### src/bpc_pkg.sv
// Shared types and constants of the button press classifier.
package bpc_pkg;

	localparam int LIMIT_W = 24;
	localparam int CFG_DATA_W = 24;
	localparam int CFG_INDEX_W = 2;

	typedef logic [CFG_INDEX_W-1:0] cfg_index_t;
	typedef logic [CFG_DATA_W-1:0] cfg_data_t;
	typedef logic [LIMIT_W-1:0] limit_t;

	localparam cfg_index_t REG_DEBOUNCE_LIMIT = 2'd0;
	localparam cfg_index_t REG_LONG_PRESS_LIMIT = 2'd1;
	localparam cfg_index_t REG_LONG_PRESS_ENABLE = 2'd2;

	localparam limit_t RESET_DEBOUNCE = 24'd12000;
	localparam limit_t RESET_LONG = 24'd600000;
	localparam logic [3:0] RESET_ENABLE = 4'd5;

	typedef struct packed {
		logic we;
		cfg_index_t index;
		cfg_data_t data;
	} cfg_wr_t;

endpackage

### src/bpc_tick_if.sv
// Channel that carries one poll tick: button levels and timestamp.
interface bpc_tick_if #(
	parameter int NUM_BUTTONS = 4,
	parameter int TIME_BITS = 48
);
	logic valid;
	logic ready;
	logic [NUM_BUTTONS-1:0] pin_levels;
	logic [TIME_BITS-1:0] now_us;

	modport source (output valid, output pin_levels, output now_us, input ready);
	modport sink (input valid, input pin_levels, input now_us, output ready);
endinterface

### src/bpc_event_if.sv
// Channel that carries one classified button event.
interface bpc_event_if #(
	parameter int BUTTON_W = 2
);
	logic valid;
	logic ready;
	logic [BUTTON_W-1:0] button;
	logic long_press;
	logic last;

	modport source (output valid, output button, output long_press, output last, input ready);
	modport sink (input valid, input button, input long_press, input last, output ready);
endinterface

### src/bpc_cfg_regs.sv
// Configuration registers: debounce limit, long-press limit and enable mask.
module bpc_cfg_regs #(
	parameter int NUM_BUTTONS = 4
) (
	input logic clk,
	input logic arst_n,
	input bpc_pkg::cfg_wr_t wr,
	output bpc_pkg::limit_t debounce_limit,
	output bpc_pkg::limit_t long_press_limit,
	output logic [NUM_BUTTONS-1:0] long_press_enable
);

	bpc_pkg::limit_t debounce_q;
	bpc_pkg::limit_t long_q;
	logic [NUM_BUTTONS-1:0] enable_q;

	always_ff @(posedge clk or negedge arst_n) begin
		if (!arst_n) begin
			debounce_q <= bpc_pkg::RESET_DEBOUNCE;
			long_q <= bpc_pkg::RESET_LONG;
			enable_q <= NUM_BUTTONS'(bpc_pkg::RESET_ENABLE);
		end else if (wr.we) begin
			case (wr.index)
				bpc_pkg::REG_DEBOUNCE_LIMIT: debounce_q <= wr.data[bpc_pkg::LIMIT_W-1:0];
				bpc_pkg::REG_LONG_PRESS_LIMIT: long_q <= wr.data[bpc_pkg::LIMIT_W-1:0];
				bpc_pkg::REG_LONG_PRESS_ENABLE: enable_q <= wr.data[NUM_BUTTONS-1:0];
				default: ;
			endcase
		end
	end

	assign debounce_limit = debounce_q;
	assign long_press_limit = long_q;
	assign long_press_enable = enable_q;

endmodule

### src/bpc_classify.sv
// Input register, press state and release classification for one tick.
module bpc_classify #(
	parameter int NUM_BUTTONS = 4,
	parameter int TIME_BITS = 48
) (
	input logic clk,
	input logic arst_n,
	input logic load,
	input logic [NUM_BUTTONS-1:0] pin_levels,
	input logic [TIME_BITS-1:0] now_us,
	input logic advance,
	input bpc_pkg::limit_t debounce_limit,
	input bpc_pkg::limit_t long_press_limit,
	input logic [NUM_BUTTONS-1:0] long_press_enable,
	output logic valid_s1,
	output logic [NUM_BUTTONS-1:0] ev_mask,
	output logic [NUM_BUTTONS-1:0] ev_long
);

	logic [NUM_BUTTONS-1:0] levels_s1;
	logic [TIME_BITS-1:0] now_s1;
	logic valid_q;
	logic [NUM_BUTTONS-1:0] was_pressed_q;
	logic [TIME_BITS-1:0] press_time_q [NUM_BUTTONS];
	logic [TIME_BITS-1:0] held [NUM_BUTTONS];

	always_ff @(posedge clk or negedge arst_n) begin
		if (!arst_n) begin
			valid_q <= 1'b0;
		end else if (load) begin
			valid_q <= 1'b1;
		end else if (advance) begin
			valid_q <= 1'b0;
		end
	end

	always_ff @(posedge clk) begin
		if (load) begin
			levels_s1 <= pin_levels;
			now_s1 <= now_us;
		end
	end

	always_ff @(posedge clk or negedge arst_n) begin
		if (!arst_n) begin
			was_pressed_q <= '0;
		end else if (advance) begin
			was_pressed_q <= ~levels_s1;
		end
	end

	always_ff @(posedge clk) begin
		for (int i = 0; i < NUM_BUTTONS; i++) begin
			if (advance && !levels_s1[i] && !was_pressed_q[i]) begin
				press_time_q[i] <= now_s1;
			end
		end
	end

	always_comb begin
		for (int i = 0; i < NUM_BUTTONS; i++) begin
			held[i] = now_s1 - press_time_q[i];
			ev_mask[i] = levels_s1[i] && was_pressed_q[i] &&
				(held[i] > TIME_BITS'(debounce_limit));
			ev_long[i] = (held[i] > TIME_BITS'(long_press_limit)) && long_press_enable[i];
		end
	end

	assign valid_s1 = valid_q;

endmodule

### src/bpc_out_buf.sv
// Result register that sends the events of one tick in ascending button order.
module bpc_out_buf #(
	parameter int NUM_BUTTONS = 4,
	parameter int BUTTON_W = 2
) (
	input logic clk,
	input logic arst_n,
	input logic load,
	input logic [NUM_BUTTONS-1:0] ev_mask,
	input logic [NUM_BUTTONS-1:0] ev_long,
	input logic out_ready,
	output logic out_valid,
	output logic [BUTTON_W-1:0] button,
	output logic long_press,
	output logic last,
	output logic free
);

	logic [NUM_BUTTONS-1:0] mask_q;
	logic [NUM_BUTTONS-1:0] long_q;
	logic [NUM_BUTTONS-1:0] rest;

	assign rest = mask_q & (mask_q - NUM_BUTTONS'(1));
	assign out_valid = |mask_q;
	assign last = (rest == '0);
	assign free = !out_valid || (out_ready && last);

	always_comb begin
		button = '0;
		long_press = 1'b0;
		for (int i = NUM_BUTTONS - 1; i >= 0; i--) begin
			if (mask_q[i]) begin
				button = BUTTON_W'(i);
				long_press = long_q[i];
			end
		end
	end

	always_ff @(posedge clk or negedge arst_n) begin
		if (!arst_n) begin
			mask_q <= '0;
		end else if (load) begin
			mask_q <= ev_mask;
		end else if (out_valid && out_ready) begin
			mask_q <= rest;
		end
	end

	always_ff @(posedge clk) begin
		if (load) begin
			long_q <= ev_long;
		end
	end

endmodule

### src/button_press_classifier.sv
// Top level of the button press classifier.
// The tick channel takes one poll tick per transfer: active-low pin levels and a
// microsecond timestamp. On a release whose held time exceeds the debounce limit,
// one event leaves on the result channel with the button index, a long-press flag
// and a flag on the final event of the tick.
// A tick is captured in an input register, where it is classified, and its
// events then load the result register, from which the first event is offered.
// The result register sends one event per cycle while the receiver is ready;
// ticks with at most one event are taken every cycle while the receiver is
// ready. Ticks without events produce nothing.
// A new tick is taken while the result register still offers events, as long as
// the input register can move on; when the receiver stalls, the result register
// holds, the input register holds, and then the tick channel deasserts ready.
// The configuration port writes one register per cycle with no wait and should
// only be written while the block is idle.
// Reset returns the limits to 12000 us and 600000 us, the enable mask to
// buttons zero and two, and all buttons to released.
module button_press_classifier #(
	parameter int NUM_BUTTONS = 4,
	parameter int TIME_BITS = 48
) (
	input logic clk,
	input logic arst_n,
	input logic wr_en,
	input bpc_pkg::cfg_index_t wr_index,
	input bpc_pkg::cfg_data_t wr_data,
	bpc_tick_if.sink tick,
	bpc_event_if.source result
);

	localparam int BUTTON_W = (NUM_BUTTONS > 1) ? $clog2(NUM_BUTTONS) : 1;

	bpc_pkg::cfg_wr_t wr;
	bpc_pkg::limit_t debounce_limit;
	bpc_pkg::limit_t long_press_limit;
	logic [NUM_BUTTONS-1:0] long_press_enable;
	logic valid_s1;
	logic [NUM_BUTTONS-1:0] ev_mask;
	logic [NUM_BUTTONS-1:0] ev_long;
	logic res_free;
	logic advance;
	logic load;

	assign wr = '{we: wr_en, index: wr_index, data: wr_data};
	assign advance = valid_s1 && res_free;
	assign tick.ready = !valid_s1 || res_free;
	assign load = tick.valid && tick.ready;

	bpc_cfg_regs #(
		.NUM_BUTTONS(NUM_BUTTONS)
	) u_cfg (
		.clk(clk),
		.arst_n(arst_n),
		.wr(wr),
		.debounce_limit(debounce_limit),
		.long_press_limit(long_press_limit),
		.long_press_enable(long_press_enable)
	);

	bpc_classify #(
		.NUM_BUTTONS(NUM_BUTTONS),
		.TIME_BITS(TIME_BITS)
	) u_classify (
		.clk(clk),
		.arst_n(arst_n),
		.load(load),
		.pin_levels(tick.pin_levels),
		.now_us(tick.now_us),
		.advance(advance),
		.debounce_limit(debounce_limit),
		.long_press_limit(long_press_limit),
		.long_press_enable(long_press_enable),
		.valid_s1(valid_s1),
		.ev_mask(ev_mask),
		.ev_long(ev_long)
	);

	bpc_out_buf #(
		.NUM_BUTTONS(NUM_BUTTONS),
		.BUTTON_W(BUTTON_W)
	) u_out (
		.clk(clk),
		.arst_n(arst_n),
		.load(advance),
		.ev_mask(ev_mask),
		.ev_long(ev_long),
		.out_ready(result.ready),
		.out_valid(result.valid),
		.button(result.button),
		.long_press(result.long_press),
		.last(result.last),
		.free(res_free)
	);

`ifndef SYNTHESIS
	assert property (@(posedge clk) disable iff (!arst_n)
		result.valid && result.ready && !result.last |=> result.valid)
		else $error("events of a tick stopped before its last event");

	assert property (@(posedge clk) disable iff (!arst_n)
		result.valid && result.ready && !result.last |=>
		result.button > $past(result.button))
		else $error("events of a tick left out of ascending button order");

	assert property (@(posedge clk) disable iff (!arst_n)
		valid_s1 && !res_free |=> valid_s1 && $stable(ev_mask))
		else $error("pending tick lost its events while the result register was busy");
`endif

endmodule
### src/flat_wrapper.sv
// flat-port wrapper written by rule: the top's interface ports become plain ports
module button_press_classifier_flat 
#(
	parameter int NUM_BUTTONS = 4,
	parameter int TIME_BITS = 48
)
  (clk, arst_n, wr_en, wr_index, wr_data, tick_valid, tick_pin_levels, tick_now_us, tick_ready, result_valid, result_button, result_long_press, result_last, result_ready);
  bpc_tick_if #(.NUM_BUTTONS(NUM_BUTTONS), .TIME_BITS(TIME_BITS)) tick_i ();
  bpc_event_if result_i ();
  input logic clk;
  input logic arst_n;
  input logic wr_en;
  input bpc_pkg::cfg_index_t wr_index;
  input bpc_pkg::cfg_data_t wr_data;
  input wire logic [$bits(tick_i.valid)-1:0] tick_valid;
  input wire logic [$bits(tick_i.pin_levels)-1:0] tick_pin_levels;
  input wire logic [$bits(tick_i.now_us)-1:0] tick_now_us;
  output wire logic [$bits(tick_i.ready)-1:0] tick_ready;
  output wire logic [$bits(result_i.valid)-1:0] result_valid;
  output wire logic [$bits(result_i.button)-1:0] result_button;
  output wire logic [$bits(result_i.long_press)-1:0] result_long_press;
  output wire logic [$bits(result_i.last)-1:0] result_last;
  input wire logic [$bits(result_i.ready)-1:0] result_ready;
  assign tick_i.valid = tick_valid;
  assign tick_i.pin_levels = tick_pin_levels;
  assign tick_i.now_us = tick_now_us;
  assign tick_ready = tick_i.ready;
  assign result_valid = result_i.valid;
  assign result_button = result_i.button;
  assign result_long_press = result_i.long_press;
  assign result_last = result_i.last;
  assign result_i.ready = result_ready;
  button_press_classifier #(.NUM_BUTTONS(NUM_BUTTONS), .TIME_BITS(TIME_BITS)) u_core (.clk(clk), .arst_n(arst_n), .wr_en(wr_en), .wr_index(wr_index), .wr_data(wr_data), .tick(tick_i), .result(result_i));
endmodule
### config.mk
export PLATFORM = sky130hd
export DESIGN_NAME = button_press_classifier_flat
export DESIGN_NICKNAME = d
export VERILOG_FILES = /design/src/bpc_pkg.sv /design/src/bpc_tick_if.sv /design/src/bpc_event_if.sv /design/src/bpc_cfg_regs.sv /design/src/bpc_classify.sv /design/src/bpc_out_buf.sv /design/src/button_press_classifier.sv /design/src/flat_wrapper.sv
export SDC_FILE = /design/constraint.sdc
export NUM_CORES = 1
export LEC_CHECK = 0
export ABC_AREA = 0
export BUFFER_PORTS_ARGS = -buffer_cell sky130_fd_sc_hd__buf_2
export CAP_MARGIN = 0
export CORE_MARGIN = 4
export CORE_UTILIZATION = 25
export CTS_BUF_LIST = sky130_fd_sc_hd__clkbuf_4 sky130_fd_sc_hd__clkbuf_8
export CTS_CLUSTER_DIAMETER = 50
export DETAILED_ROUTE_END_ITERATION = 12
export GPL_ROUTABILITY_DRIVEN = 0
export PLACE_DENSITY = 0.48
export SYNTH_ARGS = -nofsm -noshare
export SYNTH_HDL_FRONTEND = slang
export SYNTH_HIERARCHICAL = 1
export SYNTH_SLANG_ARGS = --single-unit
### constraint.sdc
create_clock -name clk -period 5.8 [get_ports clk]
set_clock_uncertainty 0.15 [all_clocks]
set_input_delay 0.87 -clock clk [delete_from_list [all_inputs] [get_ports clk]]
set_output_delay 0.87 -clock clk [all_outputs]
set_load 0.02 [all_outputs]
; After elaboration in Yosys (flattened, before gate mapping)
; Memories as Yosys holds them, arrays and structs flattened.
; Index checks and enable logic that the tools add are counted.
[word_totals]
latchBits = 0
wordCells = 91
out_inout_bits = 6
reg_bits = 117
romBits = 0
n_memories = 1
ramBits = 192
inputBits = 83
[memory_table]
columns = memory, depth, word_bits, rd, rd_ports_with_merged_regs, wr, line
row1 = u_core.u_classify.press_time_q, 4, 48, 4, 0, 4, bpc_classify.sv:24  ; logic [TIME_BITS-1:0] press_time_q [NUM_BUTTONS];
[op_classes]
div_mod_pow = 0
n_eq_ne = 2
order_cmp = 8
muxes = 20
mul = 0
add_sub_neg = 5
bitwise_logic = 2
n_reduce_logical = 44
shift = 0
[ops]
columns = op, n
row1 = greater-than comparator 48 x 24 -> 1 bit, 8
row2 = subtractor 48 bit, 4
row3 = logical AND 1 bit, 24
row4 = two-way mux 1 bit, 14
row5 = zero test 1 bit, 10
row6 = two-way mux 2 bit, 4
row7 = two-way mux 4 bit, 2
row8 = AND reduction 2 bit, 3
row9 = AND 4 bit, 1
row10 = zero test 4 bit, 1
row11 = inverter 4 bit, 1
row12 = nonzero test 2 bit, 2
row13 = OR reduction 4 bit, 1
row14 = subtractor 4 x 1 -> 4 bit (second input constant), 1
row15 = equality test 2 x 1 -> 1 bit (second input constant), 1
row16 = equality test 2 bit (second input constant), 1
row17 = zero test 2 bit, 1
row18 = logical OR 1 bit, 2

; Depth between registers and ports, before layout
; Gate-level depths: netlist of the first run.
[depth]
ltp_word = 10
depth_mapped = 25
mapped_depth_nobuf = 25

; Hierarchy
; Netlist of the first run, hierarchy kept.
[modules_own_cells]
columns = module, cells_each, seq_area_each_um2, n_inst, area_per_inst_um2
row1 = bpc_classify, 2933, 7452.1, 1, 25323.0
row2 = bpc_cfg_regs, 111, 1322.5, 1, 1975.6
row3 = bpc_out_buf, 40, 220.2, 1, 407.9
row4 = button_press_classifier, 3, 0.0, 1, 30.0

; Least setup slack after synthesis of the first run
; No wires, ideal clock.
[synth_timing]
path_type = register -> register
startpoint = register u_core.u_classify.now_s1[0]
endpoint = register u_core.u_out.mask_q[1]
path_slack_ps = 1212
path_stages_with_launch = 25
arrival_ps = 4302
synth_period_minus_slack_ps = 4588
setup_time_ps = 135
path_cell_list = edfxtp_1 inv_1 ha_1 inv_1 fa_1 a21o_1 a311o_1 a211oi_2 o31a_1 nor2_1 nor2_1 xnor2_1 ha_1 a21o_1 a21o_1 a21o_1 a21o_1 a21oi_1 nor2b_1 a2111oi_0 o21ai_0 nor4_1 a21oi_1 nand2_1 o21ai_0
[synth_between]
elab_chain_cells = 4
[synth_rtl]
columns = item, line
row1 = start: declaration, bpc_classify.sv:21  ; logic [TIME_BITS-1:0] now_s1;
row2 = start signal: assignment, bpc_classify.sv:40  ; now_s1 <= now_us;
row3 = subtractor 48 bit, bpc_classify.sv:62  ; held[i] = now_s1 - press_time_q[i];
row4 = greater-than comparator 48 x 24 -> 1 bit, bpc_classify.sv:64  ; (held[i] > TIME_BITS'(debounce_limit));
row5 = logical AND 1 bit, bpc_classify.sv:63  ; ev_mask[i] = levels_s1[i] && was_pressed_q[i] &&
row6 = via u_core.ev_mask[1], button_press_classifier.sv:38  ; logic [NUM_BUTTONS-1:0] ev_mask;
row7 = two-way mux 4 bit, bpc_out_buf.sv:42  ; end else if (load) begin
row8 = end signal: assignment, bpc_out_buf.sv:43  ; mask_q <= ev_mask;
row9 = end signal: assignment, bpc_out_buf.sv:45  ; mask_q <= rest;
row10 = end: declaration, bpc_out_buf.sv:19  ; logic [NUM_BUTTONS-1:0] mask_q;
; The timed path passes the listed nets, and every way through them passes these cells.
; A chain may end at the register's enable or synchronous reset.

; Worst setup path after layout of the first run
[layout_timing]
startpoint = register u_core.u_classify.now_s1[0]
endpoint = register u_core.u_out.long_q[2] (data pin)
[layout_between]
elab_chain_cells = 3
[layout_rtl]
columns = item, line
row1 = subtractor 48 bit, bpc_classify.sv:62
row2 = greater-than comparator 48 x 24 -> 1 bit, bpc_classify.sv:65  ; ev_long[i] = (held[i] > TIME_BITS'(long_press_limit)) && long_press_enable[i];
row3 = logical AND 1 bit, bpc_classify.sv:65
row4 = via u_core.ev_long[2], button_press_classifier.sv:39  ; logic [NUM_BUTTONS-1:0] ev_long;
row5 = end signal: assignment, bpc_out_buf.sv:51  ; long_q <= ev_long;
row6 = end: declaration, bpc_out_buf.sv:20  ; logic [NUM_BUTTONS-1:0] long_q;
; The timed path passes the listed nets, and every way through them passes these cells.

==> summary.md, run 1 <==
| Metric | Value |
|---|---|
| Grt met1 use | 22.83% |
| CP Capture Type | flop |
| Post-Syn Nets | approximately 3.6k |
| Cell count after placement | 4610 |
| Fmax achieved | approximately 190 MHz |
| LEAKAGE | 13.25 nW |
| Final Hold Viols | 0 |
| Post-Syn Area per Cell | 8.985 um2 |
| Finished Layout Cells | around 4.7k |
| CP Max Fanout | 5 |
| Worst Reg2Reg Path Length in Cells | 20 |
| Primary FF master, synth | edfxtp_1 |
| Initial antenna violation count | 4 |
| Initial Util | 25.34% |
| Setup slack, reg-to-reg | about 0.4 ns |
| Post-route antenna net violation count | 0 |
| Clock slew at reported path FFs | about 0.060 ns |
| Setup-failing EPs final | 0 |
| Final period utilization | between 90% and 100% |
| Finished layout cell area | about 31000 um2 |
| Number of distinct library cells after synthesis | between 90 and 100 |
| Pwr Total | roughly 18 mW |
| IO Port Bufs | slightly below 90 |
| Via count | roughly 24k |
| Relative slew margins | between 30 and 40% |
| GR Util All Layers | between 10% and 20% |
| Placed cell area | 30030 um2 |
| Die Y | between 300 and 400 um |
| Routed length per instance | slightly below 20 um |
| Total gr overflow | 0 |
| Via-to-Cell Ratio | ~5 |
| Layout Nets | 3662 |
| Met2 usage | a little under a quarter |
| Critical path's slowest cell | xnor2_1 |
| Yosys warns | 6 |
| Final Slew Violations | 0 |
| Row count | around 120 |
| Cell family with most CP delay | compound AO/OA/AOI/OAI gates |
| Worst Path Buf+Inv | 2 |
| Setup TNS | 0 ns |
| Busiest layer in global routing | met2 |
| Status | finished, final reports clean |
| Width of the die | 341.1 um |
| Crit path time final | between 5 and 6 ns |
| Arrival time worst endpoint | ~5.7 ns |
| Post-synthesis register bit count | around 310 |
| Slew @ Worst Pin | between 0.9 and 1 ns |
| Worst flop-to-flop path startpoint | u_core/u_classify/now_s1[0] |
| CP most frequent cell | a21o_1 |
| HP Class | input pin to flop |
| DP HPWL | around 77 mm |
| Initial DRC count | 1694 |
| Maximum vdd drop | between 200 and 300 uV |
| Total CTS buffers | 59 |
| Final wirelength | 93.60 mm |
| RSZ-0062 raised after global routing | false |
| CTS Sinks | ~310 |
| Power per Cell Area | 568.4 nW/um2 |
| EDFF count, synth | about 250 |
| Post-Syn Area | between 20000 and 30000 um2 |
| Die area | between 100000 and 150000 um2 |
| Root buffer cell | clkbuf_8 |
| Critical path startpoint category | flop |
| Max Cap Viol | 0 |
| Pre-CTS setup slack | 0.5055 ns |
| Worst setup path start | u_core/u_classify/now_s1[0] |
| Worst Hold End | u_core/u_classify/now_s1[37] |
| First-pass GRT wire length | roughly 140 mm |
| Worst Hold Launch | tick_now_us[37] |
| CP cell instances | inv_1, ha_1, inv_1, fa_1, a211oi_1, nor2_1, o31ai_1, nor2_1, nor2_1, xnor2_1, ha_1, a21o_1, a21o_1, a21o_1, a21o_1, a21o_1, a21oi_1, a311oi_1, o31ai_1, a21boi_1 |
| Share of cells above drive strength 1 | between 10 and 15% |
| Largest net degree at the start of global routing | between 60 and 70 |
| H-tree depth | 2 |
| Final Util | 28.64% |
| Vias in the first global route | about 23k |
| Clock tree buffer depth | 3 |
| Sequential share of the synthesized area | between 30 and 40% |
| Total setup buffers inserted after CTS | 0 |
| Worst Hold Depth | 1 |
| CP required | slightly above 6 ns |
| Mapped Cells | between 3k and 4k |
| Setup WS post-layout | 0.3997 ns |
| Worst hold slack | around 0.19 ns |
| I/O pin count | 89 |
| Crit Reg-Reg Endpoint | u_core/u_out/long_q[2] |
| Insertion delay to the later sink of the worst-skew pair | roughly 0.7 ns |
| Drc violations | 0 |
| Asr flop ratio synth | between 10% and 20% |
| TritonCTS clock tree | yes |
| Pre-Repair DR Iteration Count | 5 |
| WS Path Type | flop to flop |
| Area delta synth->final | 13.02% |
| Core ar. | ~110000 um2 |
| Met3 usage | under 10% |
| Crit-path max cell delay | ~0.46 ns |
[registers in the layout, summed over array words and instances, names as in the netlist, 4 cells and up]
signal / cells
u_core/u_cfg/long_press_enable: 4
u_core/u_classify/now_s1: 48
u_core/u_cfg/long_press_limit: 24
u_core/u_out/mask_q: 4
u_core/u_classify/levels_s1: 4
u_core/u_classify/was_pressed_q: 4
u_core/u_cfg/debounce_limit: 24
u_core/u_out/long_q: 4
u_core/u_classify/press_time_q: 192
[worst max-delay path by stage]
stage	end	slack (ns)	depth (start not counted)
after floorplan	u_core/u_out/mask_q[1]	1.21	24
after global routing	u_core/u_out/mask_q[2]	0.05	24
after global placement	u_core/u_out/long_q[2]	0.55	20
after detailed placement	u_core/u_out/long_q[2]	0.51	20
after CTS	u_core/u_out/long_q[2]	0.46	20
final	u_core/u_out/long_q[2]	0.40	20
[cell usage in the layout (no fill, tap or decap), types with 11 or more instances in the layout]
cell type  synthesis  final
clkbuf_4           0     16
a31oi_1           20     20
a21oi_1          293    293
nor3_1            48     48
buf_2              6     88
a21o_1           108    108
or3_1             27     27
ha_1             380    380
o21a_1            53     53
a211oi_1          19     19
and2_1            15     15
dfrtp_1           44     44
buf_4              8     59
nand4_1          115    115
clkbuf_8           0     65
xnor2_1           79     79
a221oi_1          14     14
nand2b_1          35     35
o211ai_1          29     29
and4_1            14     14
mux2i_1           17     17
mux2_2            59     59
nor4_1            26     26
nor2b_1           38     38
o2111ai_1         14     14
o21ai_1           11     11
o21bai_1          31     31
nor2_1           192    188
inv_1            297    297
dfstp_2           17     17
o31ai_1           19     19
nand2_1          242    242
and3_1            14     14
o21ai_0          174    174
xor2_1            46     46
edfxtp_1         248    248
a21boi_0          14     14
nand3_1           52     52
[synth_stat cells (all sizes together), types with 53 or more instances]
| library cell | count | share of area (%) |
|---|---|---|
| ha | 380 | 17 |
| inv | 297 | 4.0 |
| a21oi | 295 | 5.4 |
| edfxtp | 248 | 27 |
| nand2 | 242 | 3.3 |
| nor2 | 192 | 2.6 |
| o21ai | 185 | 3.3 |
| nand4 | 115 | 2.6 |
| a21o | 109 | 3.0 |
| xnor2 | 79 | 2.5 |
| clkbuf | 78 | 1.1 |
| mux2 | 60 | 2.4 |
| o21a | 53 | 1.4 |
[power breakdown]
group	internal (mW)	switching, mW
Combinational	4.42	7.55
Sequential	3.16	0.313
Clock	1.36	1.00
[per-layer routing]
metal | part of all wire, % | vias to the layer above
li1 | - | 11740
met1 | 49 | 11740
met2 | 43 | 676
met3 | 5.9 | 134
met4 | 2.8 | 0
met5 | 0 | -
[layout make-up]
class	count	area, um2
Multi-Input combinational cell	2380	17180
Timing Repair Buffer	148	903.4
Clock inverter	30	290.3
Sequential cell	309	8995
Antenna cell	3	7.507
Fill cell	11760	78110
Tap cell	1476	1847
Inverter	297	1115
Clock buffer	81	1015
[timing repair]
item / CTS / global route
setup endpoints to repair: 0 / 1
gates resized for setup: 0 / 1
hold buffers: 0 / 0
[logic make-up (layout without fill, tap and decap cells)]
group / Yosys count / after routing / synth area share [%]
AO/OA/AOI/OAI: 923 / 923 / 21.50
XOR/XNOR: 125 / 125 / 3.947
adder cells (fa/ha/maj): 384 / 384 / 17.43
buffers and inverters: 398 / 556 / 5.761
flip-flops: 309 / 309 / 32.43
multiplexers: 77 / 77 / 3.049
other: 0 / 3 / 0
AND/OR/NAND/NOR: 871 / 871 / 15.88
(Power assumes the default switching activity.)
==> inputs of run 2 (changes only) <==
==> constraint.sdc (replaced) <==
create_clock -name clk -period 5.8 [get_ports clk]
set_clock_uncertainty 0.15 [all_clocks]
set_input_delay 0 -clock clk [delete_from_list [all_inputs] [get_ports clk]]
set_output_delay 0 -clock clk [all_outputs]
set_load 0.02 [all_outputs]
==> run 2 against run 1 <==
  * Cell area rose by 5.4%
  * Via count grew 1.9%
  * Highest routed layer unchanged
  * Total power grew 2.0%
  * Flip-flop and latch count stayed put
  * Non-clock buffer count is 156 higher
  * Combinational power is essentially flat
  * Hold slack worse by 0.15 ns
==> summary.md, run 2 (same netlist as run 1, synthesis figures left out) <==
| Metric | Value |
|---|---|
| Clock slew at reported path FFs | 0.05 ns (about the same) |
| Post-route antenna net violation count | 0 (unchanged) |
| Clock tree buffer depth | 3 (unchanged) |
| Crit path time final | 5.336 ns (-0.06419 ns) |
| Slew @ Worst Pin | 0.9143 ns (-0.06538 ns) |
| GR Util All Layers | 15.77% (+0.21 points) |
| Routed length per instance | 19.21 um (-3.1%) |
| Via-to-Cell Ratio | 5.065 (-1.5%) |
| Biggest regs | u_core/u_classify/press_time_q (192), u_core/u_classify/now_s1 (48) |
| Final Slew Violations | 0 (unchanged) |
| Drc violations | 0 (unchanged) |
| Maximum vdd drop | 271.8 uV (+0.99%) |
| Final wirelength | 93.85 mm (+0.27%) |
| Pre-Repair DR Iteration Count | 5 (unchanged) |
| Share of cells above drive strength 1 | 11.21% (-0.22 points) |
| Fmax achieved | 187.4 MHz (+1.2%) |
| Final period utilization | 92.00% (-1.1 points) |
| H-tree depth | 3 (+1) |
| Insertion delay to the later sink of the worst-skew pair | 0.68 ns (-0.02 ns) |
| WS Path Type | flop to flop |
| Area delta synth->final | 19.17% |
| HP Class | input pin to flop |
| Final Hold Viols | 0 (unchanged) |
| Initial Util | 25.34% (unchanged) |
| Via count | 24.75k (+1.9%) |
| TritonCTS clock tree | yes |
| Setup TNS | 0 ns (unchanged) |
| Core ar. | 109500 um2 (unchanged) |
| CTS Sinks | 309 (unchanged) |
| LEAKAGE | 13.97 nW (+5.4%) |
| Root buffer cell | clkbuf_8 |
| CP Max Fanout | 6 (+1) |
| Worst Reg2Reg Path Length in Cells | 19 (-5.0%) |
| Relative slew margins | 38.61% (+4.4 points) |
| Most flops, register | u_core/u_classify/press_time_q |
| Worst Hold Depth | 3 (+2) |
| Width of the die | 341.1 um (unchanged) |
| Total gr overflow | 0 (unchanged) |
| Die Y | 341.1 um (unchanged) |
| CP required | 6.16 ns (+0.08 ns) |
| DP HPWL | 77.21 mm (-0.36%) |
| Critical path startpoint category | flop |
| CP Capture Type | flop |
| Pre-CTS setup slack | 0.4997 ns (-0.005875 ns) |
| IO Port Bufs | 88 (unchanged) |
| First-pass GRT wire length | 142.3 mm (+2.0%) |
| Fillers | 11.64k (-1.0%) |
| Initial DRC count | 1461 (-14%) |
| Largest net degree at the start of global routing | 62 (unchanged) |
| Commonest non-fill, non-tap cell in the layout | ha_1 |
| I/O pin count | 89 (unchanged) |
| Die area | 116300 um2 (unchanged) |
| Row count | 121 (unchanged) |
| Most frequent cells in the layout | 380 x ha_1, 297 x inv_1, 293 x a21oi_1 |
| Setup WS post-layout | 0.4639 ns (+0.06419 ns) |
| Total CTS buffers | 67 (+14%) |
| Setup-failing EPs final | 0 (unchanged) |
| Max Cap Viol | 0 (unchanged) |
| Status | finished, final reports clean |
| Initial antenna violation count | 3 (-1) |
| Layout Nets | 3826 (+4.5%) |
| Arrival time worst endpoint | 5.70 ns (+0.02 ns) |
| Largest register FFs | 192 (unchanged) |
| RSZ-0062 raised after global routing | false |
| Vias in the first global route | 24.20k (+3.9%) |
| Power per Cell Area | 549.9 nW/um2 (-3.3%) |
## run 2: per-stage QoR
step / power (mW) / instances / cell area [um2] / util [%] / hold WS, ns
floorplan: 11.50 / 3087 / 27740 / - / -0.4456
global placement: 15.20 / 4612 / 30040 / 27.44 / 0.02736
detailed placement: 15.27 / 4612 / 30040 / 27.44 / 0.02810
CTS: 18.12 / 4884 / 33040 / 30.19 / 0.002552
global route: 19.71 / 4886 / 33050 / 30.20 / 0.02117
finish: 18.17 / 4886 / 33050 / 30.20 / 0.03750
## run 2: area by class of cell
class,count,area (um2),share of cell area [%]
Tap cell,1476,1847,5.587
Inverter,297,1115,3.373
Clock inverter,33,377.9,1.143
Timing Repair Buffer,304,2447,7.404
Multi-Input combinational cell,2380,17180,51.97
Clock buffer,85,1089,3.293
Sequential cell,309,8995,27.21
Antenna cell,2,5.005,0.01514
## run 2: worst paths after layout
path                                                  from                               end  slack [ns]
min in group asynchronous                           arst_n  u_core/u_cfg/long_press_limit[3]        0.45
max in group asynchronous                           arst_n        u_core/u_classify/valid_s1        4.49
max                            u_core/u_classify/now_s1[0]            u_core/u_out/mask_q[0]        0.46
min                                            wr_data[20]   u_core/u_cfg/debounce_limit[20]        0.04
min reg2reg                u_core/u_cfg/debounce_limit[23]   u_core/u_cfg/debounce_limit[23]        0.35
max reg2reg                    u_core/u_classify/now_s1[0]            u_core/u_out/mask_q[0]        0.46
## run 2: per-layer routing
layer	global-route usage, %	routed length, um	vias up	share of wire, %
li1	-	-	12070	-
met1	22.96	46290	11860	49
met2	24.15	39970	678	43
met3	2.327	5207	144	5.5
met4	4.452	2389	0	2.5
met5	0	0	-	0
## run 2: repair_timing
| item | in CTS | in global routing |
|---|---|---|
| hold buffers | 154 | 0 |
| resized for setup | 0 | 1 |
| endpoints found under the hold margin | 198 | 0 |
| buffers inserted | 0 | 0 |
| endpoints found under the setup margin | 0 | 1 |
## run 2: report_power, final
| part | internal [mW] | switching (mW) | leakage (nW) |
|---|---|---|---|
| Sequential | 3.16 | 0.298 | 3.02 |
| Clock | 1.56 | 1.07 | 0.751 |
| Combinational | 4.49 | 7.59 | 10.2 |
| Total | 9.21 | 8.97 | 14.0 |
## run 2: worst max-delay path: stages, from the launching register on
cell and delay (ns):
edfxtp_1 0.43, inv_1 0.15, ha_1 0.22, inv_1 0.07, fa_1 0.43, a211oi_2 0.30, o21bai_2 0.15, a311oi_4 0.48
nor4_4 0.14, nor3_1 0.33, xnor2_1 0.30, ha_1 0.39, nand4_1 0.09, nor2_1 0.25, nand4_1 0.12, or3_1 0.42
o211ai_1 0.14, o2111a_1 0.22, a31oi_1 0.08, mux2_2 0.29
